<file path="src/hw/rtl/tci_pkg.sv">
// Shared types and constants of the cheapest-insertion tour engine.
`default_nettype none
package tci_pkg;

  localparam int MAX_CITIES = 64;
  localparam int CITY_BITS  = $clog2(MAX_CITIES);
  localparam int DIST_BITS  = 32;
  localparam int COST_BITS  = DIST_BITS + 2;
  localparam int DADDR_BITS = 2 * CITY_BITS;

  localparam int IN_DATA_BITS  = 48;
  localparam int IN_USER_BITS  = 3;
  localparam int OUT_DATA_BITS = 48;

  typedef enum logic [2:0] {
    OP_WRITE_DIST = 3'd0,
    OP_START      = 3'd1,
    OP_BEST       = 3'd2,
    OP_INSERT     = 3'd3,
    OP_REMOVE     = 3'd4
  } opcode_t;

  typedef enum logic [1:0] {
    ST_OK       = 2'd0,
    ST_UNLINKED = 2'd1,
    ST_IN_TOUR  = 2'd2
  } status_t;

  typedef enum logic [3:0] {
    S_IDLE,
    S_EXEC,
    S_W_D1,
    S_W_D2,
    S_W_D3,
    S_I_W1,
    S_I_W2,
    S_R_W,
    S_FIN
  } state_t;

  typedef enum logic [1:0] {
    CU_NOP,
    CU_LOAD,
    CU_ADD,
    CU_SUB_CMP
  } cu_op_t;

  typedef struct packed {
    cu_op_t op;
    logic   first;
  } cu_ctl_t;

endpackage
`default_nettype wire

</file>
<file path="src/hw/rtl/tci_cost_unit.sv">
// Shared add/subtract and compare unit that prices insertion positions.
`default_nettype none
module tci_cost_unit
  import tci_pkg::*;
(
  input  wire logic                        clk,
  input  wire cu_ctl_t                     ctl,
  input  wire logic [DIST_BITS-1:0]        dist_in,
  input  wire logic [CITY_BITS-1:0]        pos,
  output logic signed [COST_BITS-1:0]      min_cost,
  output logic [CITY_BITS-1:0]             min_pos
);

  logic signed [COST_BITS-1:0] acc_r;
  logic signed [COST_BITS-1:0] min_cost_r;
  logic [CITY_BITS-1:0]        min_pos_r;

  logic signed [COST_BITS-1:0] base;
  logic signed [COST_BITS-1:0] ext;
  logic signed [COST_BITS-1:0] sum;
  logic                        sub;
  logic                        better;

  // One adder serves all three terms; the third term is subtracted.
  always_comb begin
    sub    = (ctl.op == CU_SUB_CMP);
    base   = (ctl.op == CU_LOAD) ? '0 : acc_r;
    ext    = {{(COST_BITS-DIST_BITS){1'b0}}, dist_in};
    sum    = base + (sub ? ~ext : ext) + {{(COST_BITS-1){1'b0}}, sub};
    better = ctl.first || (sum < min_cost_r);
  end

  always_ff @(posedge clk) begin
    if (ctl.op != CU_NOP) begin
      acc_r <= sum;
    end
    if (sub && better) begin
      min_cost_r <= sum;
      min_pos_r  <= pos;
    end
  end

  assign min_cost = min_cost_r;
  assign min_pos  = min_pos_r;

endmodule
`default_nettype wire

</file>
<file path="config.mk">
export PLATFORM = sky130hd
export DESIGN_NAME = tci_cost_unit
export DESIGN_NICKNAME = d
export VERILOG_FILES = /design/src/hw/rtl/tci_pkg.sv /design/src/hw/rtl/tci_cost_unit.sv
export SDC_FILE = /design/constraint.sdc
export NUM_CORES = 1
export LEC_CHECK = 0
export ABC_AREA = 1
export CAP_MARGIN = 20
export CORE_MARGIN = 2
export CORE_UTILIZATION = 59
export DETAILED_ROUTE_END_ITERATION = 8
export DONT_BUFFER_PORTS = 1
export GPL_TIMING_DRIVEN = 0
export PLACE_DENSITY = 0.78
export SETUP_SLACK_MARGIN = 0.5
export SYNTH_ARGS = -nofsm -noshare
export SYNTH_HDL_FRONTEND = slang
export SYNTH_SLANG_ARGS = --single-unit
</file>
<file path="constraint.sdc">
create_clock -name clk -period 5.9 [get_ports clk]
set_clock_uncertainty 0.05 [all_clocks]
set_input_delay 1.77 -clock clk [delete_from_list [all_inputs] [get_ports clk]]
set_output_delay 1.77 -clock clk [all_outputs]
set_load 0.02 [all_outputs]
</file>
==> results of run 1 <==
[metal layers]
layer | GRT usage (%) | share of wire [%] | vias up
met5 | 0 | 0 | -
met4 | 8.70 | 1.8 | 0
met3 | 5.51 | 6.5 | 25
met2 | 45.5 | 49 | 159
met1 | 36.0 | 43 | 2233
li1 | - | - | 2375
[Yosys cell counts (2+ instances only)]
master	instances
o21ai_0	19
xnor2_1	37
nand2_4	5
o21ai_2	2
buf_2	3
ha_1	65
nand4_1	6
nand3_1	19
nor4_1	2
nand2_2	12
a21o_1	6
a21oi_1	55
clkbuf_1	3
nor3_1	8
nor2_1	89
inv_1	120
o21ai_1	4
xor2_1	18
nand2_1	145
inv_2	2
edfxtp_1	74
o21bai_1	3
o21a_1	3
[state kept, by name, summed over array words and instances, names as in the netlist]
name	flops
acc_r	34
min_cost	34
min_pos	6
[worst max-delay path: stages]
cell and delay (ps):
inv_2 50, nand2_2 80, inv_4 100, buf_8 150
nor2_1 50, ha_1 370, a21oi_2 220, o21ai_0 140
a21oi_2 200, nand2_4 100, nand2_2 90, nand2_4 80
xor2_2 170, ha_1 300, nand2_1 70, nor2_2 170
nand2_1 120, nor2_4 140, nand2_1 90, nor2_1 110
nand2_1 90, nand4_1 100, nand3_1 120, nand2_4 160
clkinvlp_4 110, buf_4 180
[power by group through the flow]
| stage | clock network [uW] | registers, uW | logic, uW |
|---|---|---|---|
| after detailed placement | 0 | 1150 | 2130 |
| final | 353 | 1140 | 2510 |
| after floorplan | 0 | 1120 | 1630 |
| after global placement | 0 | 1150 | 2050 |
| after global routing | 380 | 1160 | 2810 |
| after CTS | 361 | 1140 | 2210 |
[area by class of cell]
cell class / instances / area (sq um)
buffer: 6 / 85.1
multi-input combinational: 511 / 3500
clock inverter: 7 / 45.0
clock buffer: 9 / 124
timing repair buffer: 14 / 113
timing repair inverter: 3 / 22.5
inverter: 122 / 464
fill: 788 / 2940
sequential: 74 / 2220
tap: 133 / 166
[kinds of logic (layout without fill, tap and decap cells)]
logic type	count (synthesis)	count (layout)	synth area share, %
AO/OA/AOI/OAI	100	100	9.78
XOR/XNOR	55	55	8.26
adder cells (fa/ha/maj)	66	66	14.3
buffers and inverters	128	161	8.30
flip-flops	74	74	38.1
AND/OR/NAND/NOR	290	290	21.3
[repair_timing]
| action | 4_1_cts | 5_1_grt |
|---|---|---|
| gates resized for setup | 14 | 86 |
| buffers inserted | 7 | 7 |
| hold buffers | 0 | 0 |
| cloned | 3 | 0 |
| pin swaps | 1 | 22 |
| endpoints found under the setup margin | 40 | 40 |
[how the worst min path moves through the flow]
stage / endpoint / startpoint / cells after the start / slack [ps]
finish: min_cost[0] / acc_r[0] / 2 / 650
global route: acc_r[0] / acc_r[0] / 2 / 690
CTS: min_cost[0] / acc_r[0] / 2 / 660
detailed placement: min_cost[0] / acc_r[0] / 2 / 640
global placement: acc_r[0] / acc_r[0] / 2 / 580
floorplan: acc_r[0] / acc_r[0] / 2 / 560
[metrics by stage]
stage | hold WS (ps) | std cells
global placement | 582 | 846
CTS | 660 | 872
floorplan | 561 | 713
finish | 648 | 879
detailed placement | 637 | 846
global route | 687 | 879
==> metrics.txt, run 1 <==
status=finished, final reports clean; Root Driver=clkbuf_8; Crit. End Element=register; R2R Setup Slk=1910 ps; first drt pass iteration count=5; initial antenna violation count=0; Post-Place Worst Slack=-624 ps; RSZ-0062 raised after global routing=false; Crit Path Max Fanout=10; Max Transition Viols Final=0; synthesized flop and latch total=74; Pwr Density=593 mW/mm^2; commonest cells after routing, fill and taps aside=nand2_1, inv_1, nor2_1; Core Rows=36; P_leak=between 0.003 and 0.004 uW; commonest non-fill, non-tap cell in the layout=nand2_1; Reg power frac=around 28%; Fmax=190 MHz; drt via density=about 5.5; Residual DRC=0; YS warnings=0; Max Root-Sink Buffers=2; hpwl dp=11000 microns; io pins=82; critical path startpoint category=input port; Port Buf Inserts=0; RR Endpoint=min_cost[22]; critical path class=input port to register; top_reg_cell synth=edfxtp_1; Final TNS setup=0 ps; Period minus WS final=~5300 ps; CTS Buf Count=9; PnR worst setup slack=641 ps; top post-synthesis cells by area=edfxtp_1, ha_1, nand2_1, inv_1, nor2_1; Worst-Skew Late Latency=370 ps; Layout Utilization=69.6%; switching share of power=between 40% and 50%; Slew headroom=40.6%; CTS tree=done; Initial Util=60.2%; core area=0.00968 sq mm; Routed Antenna Nets=0; layout cells sized above 1=18.1%; clk sinks=74; antenna cells=0; grt total ovfl=0; Mapped Cells=713; initial DRC count=227; syn_nets=821; nets=849; clock slew at reported path FFs=80 ps; Worst Setup SP=ctl[2]; vias in the first global route=between 4000 and 5000; Worst Path Required=5980 ps; Worst R2R Path Depth=24; largest net degree at the start of global routing=35; Pint=2010 uW; Final GP Congestion=slightly above 0.9; Hold Path Class=register to register; Seq/Total Area, Yosys=38.1%; worst-margin pin slew=888 ps; die area=0.0107 sq mm; Vias=about 4800; Yosys top cell by area=edfxtp_1; Critical Path End=min_cost[22]; H-tree Lvls=3; FFs w/ async S/R, synth=0%; Cell variety after synth=36; EDFF count, synth=74; Final Hold Fails=0; WP data arrival=5340 ps; max_cap viols=0; Worst R2R Start=acc_r[0]; final setup fails=0; width of the die=103 microns; Routed Wire Length=~15000 microns; Pwr Total=approximately 4000 uW; Avg WL per Cell=between 15 and 20 microns; Mean Syn Cell Area=approximately 8 sq um; Design Area, Final=0.00674 sq mm; Synth Cell Area=0.00583 sq mm; Layout area overhead=15.6%; Peak VDD IR=263 uV; Clock Power Share=8.8%; P_sw=1990 uW; combinational share of power=62.8%; dpl cell area=0.00605 sq mm; die height=103 microns; first-pass GRT wire length=22000 microns; post-synth top area share=38.1%; final worst path period share=about 89%; GRT Total Usage=27.4%
(Power assumes the default switching activity.)
==> run 2, diff against run 1 <==
--- a/config.mk
+++ b/config.mk
@@ -12,7 +12,7 @@
 export DETAILED_ROUTE_END_ITERATION = 8
 export DONT_BUFFER_PORTS = 1
 export GPL_TIMING_DRIVEN = 0
-export PLACE_DENSITY = 0.78
+export PLACE_DENSITY = 0.85
 export SETUP_SLACK_MARGIN = 0.5
 export SYNTH_ARGS = -nofsm -noshare
 export SYNTH_HDL_FRONTEND = slang
==> run 2 against run 1 <==
- flip-flop and latch count unchanged
- first-iteration DRC count is 16% higher
- sequential share of layout area is 2.2 points lower
- largest cell class unchanged
==> metrics.txt, run 2 (synthesis results as in run 1) <==
status=finished, final reports clean; Top delay family on crit path=simple AND/OR/NAND/NOR gates; clock slew at reported path FFs=about 80 ps; Routed Wire Length=16300 microns; critical path class=input port to register; most common cell type on the critical path=nand2_1; worst hold stages=2; sequence of cells on the critical path=nand2_4 -> buf_6 -> xnor2_1 -> ha_4 -> a21oi_1 -> o21ai_0 -> a21oi_1 -> o21ai_2 -> buf_4 -> xor2_1 -> ha_1 -> nand2_1 -> nor2_4 -> nand2_1 -> nor2_4 -> nand2_1 -> nor2_1 -> nand2_1 -> nand3_1 -> nand2_1 -> nand3_1 -> nand2_4 -> clkinvlp_4 -> buf_4; P_leak=about 0.0032 uW; final setup fails=0; Root Driver=clkbuf_8; H-tree Lvls=3; Hold Path Class=register to register; Core Rows=36; Peak VDD IR=306 uV; worst-margin pin slew=approximately 850 ps; Avg WL per Cell=between 15 and 20 microns; nets=853; Final GP Congestion=~0.96; Worst R2R Path Depth=25; Vias=4966; Period minus WS final=5300 ps; io pins=82; critical path startpoint category=input port; Final TNS setup=0 ps; vias in the first global route=4701; first-pass GRT wire length=22800 microns; commonest non-fill, non-tap cell in the layout=nand2_1; CTS Buf Count=9; GRT Total Usage=28.4%; die height=between 100 and 150 microns; core area=between 0.009 and 0.01 sq mm; Final Non-Filler Cells=around 900; Residual DRC=0; Worst Path Required=5920 ps; RSZ-0062 raised after global routing=false; Layout area overhead=23.9%; layout cells sized above 1=25.6%; antenna cells=0; crit path buf inv count=4; Slowest-stage cell, CP=xnor2_1; cell depth of the worst setup path=24; first drt pass iteration count=6; Slew headroom=between 40% and 50%; Worst-Skew Late Latency=370 ps; Max Root-Sink Buffers=2; WP data arrival=~5300 ps; Pwr Density=625 mW/mm^2; max_cap viols=0; clk sinks=74; largest net degree at the start of global routing=35; commonest cells after routing, fill and taps aside=nand2_1, inv_1, edfxtp_1; initial antenna violation count=0; Final Hold Fails=0; Max Transition Viols Final=0; width of the die=between 100 and 150 microns; final worst path period share=between 80% and 90%; Port Buf Inserts=0; initial DRC count=264; Crit Path Max Fanout=10; drt via density=between 5 and 6; CTS tree=done; Fmax=approximately 190 MHz; Routed Antenna Nets=0; hpwl dp=between 10000 and 15000 microns; slowest cell delay on critical path=around 300 ps; Initial Util=60.2%; die area=0.0107 sq mm; R2R Setup Slk=between 1500 and 2000 ps; Crit. End Element=register; grt total ovfl=0; dpl cells=846
==> run 2: changes by cell type in the layout (fill, tap and decap cells not counted), sizes merged <==
cell	before	now
clkinvlp	4	5
clkinv	6	2
inv	122	121
buf	19	22
bufinv	0	3
clkbuf	10	12
==> run 2: metal layers <==
layer,global-route usage [%],part of all wire (%),vias up
li1,-,-,2381
met1,36.7,41,2312
met2,48.7,50,230
met3,3.56,6.2,43
met4,10.9,3.1,0
met5,0,0,-
==> run 2: worst min-delay path, stage by stage, from the launching register on <==
cell and delay [ps]:
edfxtp_1 370, nand3_1 100, nand2_1 100
==> run 2: final timing paths <==
path                            startpoint    endpoint
worst max-delay path                ctl[2]  min_pos[3]
worst min-delay path              acc_r[0]    acc_r[0]
worst max register to register    acc_r[0]  min_pos[3]
worst min register to register    acc_r[0]    acc_r[0]
==> run 2: final cells by class <==
| type | instances | area [sq um] |
|---|---|---|
| Multi-Input combinational cell | 511 | 3870 |
| Fill cell | 683 | 2460 |
| Sequential cell | 74 | 2220 |
| Inverter | 122 | 464 |
| Tap cell | 133 | 166 |
| Timing Repair Buffer | 18 | 151 |
| Clock buffer | 10 | 128 |
| Clock inverter | 6 | 115 |
| Buffer | 6 | 83.8 |
| Timing Repair inverter | 3 | 22.5 |
==> run 2: power breakdown <==
| group | switching [uW] | internal (uW) |
|---|---|---|
| registers | 186 | 954 |
| clock network | 207 | 282 |
| logic | 1810 | 1080 |
==> run 2: repair_timing <==
| item | in CTS | in global routing |
|---|---|---|
| buffers inserted | 7 | 11 |
| pin swaps | 1 | 34 |
| resized for setup | 16 | 157 |
| cloned | 3 | 0 |
| setup endpoints to repair | 40 | 40 |
| hold buffers | 0 | 0 |
==> run 2: stage by stage <==
stage | area (sq um) | setup slack [ps] | util (%) | power, uW | hold slack (ps)
after global placement | 6050 | -571 | 62.5 | 3190 | 582
after global routing | 7230 | 365 | 74.6 | 4820 | 706
after floorplan | 5880 | 516 | - | 2750 | 561
after CTS | 6420 | 503 | 66.3 | 3880 | 629
after detailed placement | 6050 | -677 | 62.5 | 3310 | 608
final | 7230 | 600 | 74.6 | 4520 | 626
==> run 3, diff against run 2 <==
--- a/config.mk
+++ b/config.mk
@@ -7,12 +7,11 @@
 export LEC_CHECK = 0
 export ABC_AREA = 1
 export CAP_MARGIN = 20
-export CORE_MARGIN = 2
-export CORE_UTILIZATION = 59
+export CORE_UTILIZATION = 65
 export DETAILED_ROUTE_END_ITERATION = 8
 export DONT_BUFFER_PORTS = 1
 export GPL_TIMING_DRIVEN = 0
-export PLACE_DENSITY = 0.85
+export PLACE_DENSITY = 0.88
 export SETUP_SLACK_MARGIN = 0.5
 export SYNTH_ARGS = -nofsm -noshare
 export SYNTH_HDL_FRONTEND = slang
==> constraint.sdc (replaced) <==
create_clock -name clk -period 6.38 [get_ports clk]
set_clock_uncertainty 0.05 [all_clocks]
set_input_delay 1.914 -clock clk [delete_from_list [all_inputs] [get_ports clk]]
set_output_delay 1.914 -clock clk [all_outputs]
set_load 0.02 [all_outputs]
==> run 3 against run 2 <==
- core utilization shrank 1.6 points
- largest power group unchanged
- count of clock-buffer cells in the layout fell by 1
- global-route usage rose by 2.3 points
- cell count is 4.1% lower
- via count is 3.7% lower
- critical path type unchanged
==> metrics.txt, run 3 (synthesis results as in run 1) <==
drt via density=5.65; switching share of power=49.0%; combinational share of power=between 60% and 70%; Worst-Skew Late Latency=around 350 ps; GRT Total Usage=30.7%; Max Transition Viols Final=0; Avg WL per Cell=16.7 microns; Peak VDD IR=~290 uV; Reg power frac=29.6%; DR WL met2=6720 microns; Pint=1810 uW; Max Root-Sink Buffers=2; M1 WL=6330 microns; Final TNS setup=0 ps; max_cap viols=0; first-pass GRT wire length=22600 microns; layout cells sized above 1=11.1%; nets=843; width of the die=a little under 100 microns; Core Rows=34; initial antenna violation count=0; P_leak=about 0.003 uW; Slowest-stage cell, CP=fa_1; grt total ovfl=0; Worst Path Required=6380 ps; Pwr Total=approximately 3500 uW; commonest cells after routing, fill and taps aside=nand2_1, inv_1, nor2_1; Residual DRC=0; dpl cells=between 800 and 900; WP data arrival=5600 ps; Met3 Wirelength=around 750 microns; Root Driver=clkbuf_8; Layout area overhead=9.18%; CTS Buf Count=9; antenna cells=0; hpwl dp=roughly 11000 microns; commonest non-fill, non-tap cell in the layout=nand2_1; CTS tree=done; Initial Util=66.9%; Port Buf Inserts=0; die height=just under 100 microns; RSZ-0062 raised after global routing=false; die area=0.00935 sq mm; Hold Path Class=register to register; Hold Worst Slack=640 ps; critical path startpoint category=input port; dpl cell area=approximately 0.0060 sq mm; slowest cell delay on critical path=approximately 470 ps; Clock Power Share=10.1%; clk sinks=between 70 and 80; final worst path period share=87.9%; Routed Wire Length=14200 microns; critical path class=input port to register; clock slew at reported path FFs=80 ps; P_sw=1740 uW; status=finished, final reports clean; Final Hold Fails=0; Crit Path Max Fanout=10; vias in the first global route=between 4000 and 5000; Pwr Density=~560 mW/mm^2; Routed Antenna Nets=0; Period minus WS final=5610 ps; io pins=around 80; top sig layer=met4; Fmax=178 MHz; Slew headroom=43.7%; H-tree Lvls=3; crit path buf inv count=5; worst-margin pin slew=~840 ps; Final Non-Filler Cells=~850; Crit. End Element=register; initial DRC count=229; core area=~0.0087 sq mm; Final GP Congestion=0.915; final setup fails=0; first drt pass iteration count=5; post-cts hold buffer count=0; largest net degree at the start of global routing=35; most common cell type on the critical path=nand2_1; Top delay family on crit path=simple AND/OR/NAND/NOR gates; Vias=4782; Design Area, Final=roughly 0.0064 sq mm
[run 3: changes by cell type in the layout (fill, tap and decap cells not counted), moves of 8 or more]
cell / before / now
ha_2: 8 / 0
nor2_2: 14 / 4
nand2_1: 126 / 141
a21oi_2: 25 / 7
ha_4: 16 / 1
nand2_2: 23 / 15
o21ai_0: 8 / 17
nor2_4: 9 / 1
nor2_1: 66 / 84
a21oi_1: 29 / 48
ha_1: 41 / 64
[run 3: worst paths after layout]
check | startpoint | endpoint | slack, ps | depth (start not counted)
min | acc_r[0] | acc_r[0] | 640 | 2
max reg2reg | acc_r[0] | min_cost[18] | 2240 | 25
max | ctl[2] | min_cost[18] | 770 | 26
min reg2reg | acc_r[0] | acc_r[0] | 640 | 2
[run 3: final cells by class]
type                       instances  area [sq um]
sequential                        74          2220
timing repair inverter             3          22.5
clock inverter                     6          58.8
timing repair buffer               8          60.1
fill                             669          2350
multi-input combinational        511          3240
clock buffer                       9           124
inverter                         122           462
buffer                             6          45.0
tap                              108           135
[run 3: power by group through the flow]
stage | clock network (uW) | registers, uW | logic (uW)
after floorplan | 0 | 1040 | 1500
after global placement | 0 | 1060 | 1880
after detailed placement | 0 | 1060 | 1970
after CTS | 361 | 1050 | 2030
after global routing | 375 | 1070 | 2410
final | 357 | 1050 | 2140
[run 3: metal layers]
layer  up-vias  global-route usage [%]
met2       156                    50.9
met4         0                    11.9
met3        27                    4.70
met1      2234                    40.4
met5         -                       0
li1       2365                       -
[run 3: tightest hold or removal path, cell delays in order, from the launching register on]
cell	delay (ps)
edfxtp_1	380
nand3_1	100
nand2_1	100
[run 3: what timing repair did]
item / in CTS / in global routing
gates cloned: 3 / 0
gates resized for setup: 10 / 34
pin swaps: 0 / 4
endpoints found under the setup margin: 40 / 40
buffers inserted: 7 / 1
[run 3: stage by stage]
step / worst slack [ps] / util [%]
final: 771 / 73.0
after global routing: 487 / 73.0
after CTS: 524 / 71.6
after detailed placement: -702 / 68.5
after global placement: -536 / 68.5
after floorplan: 606 / -
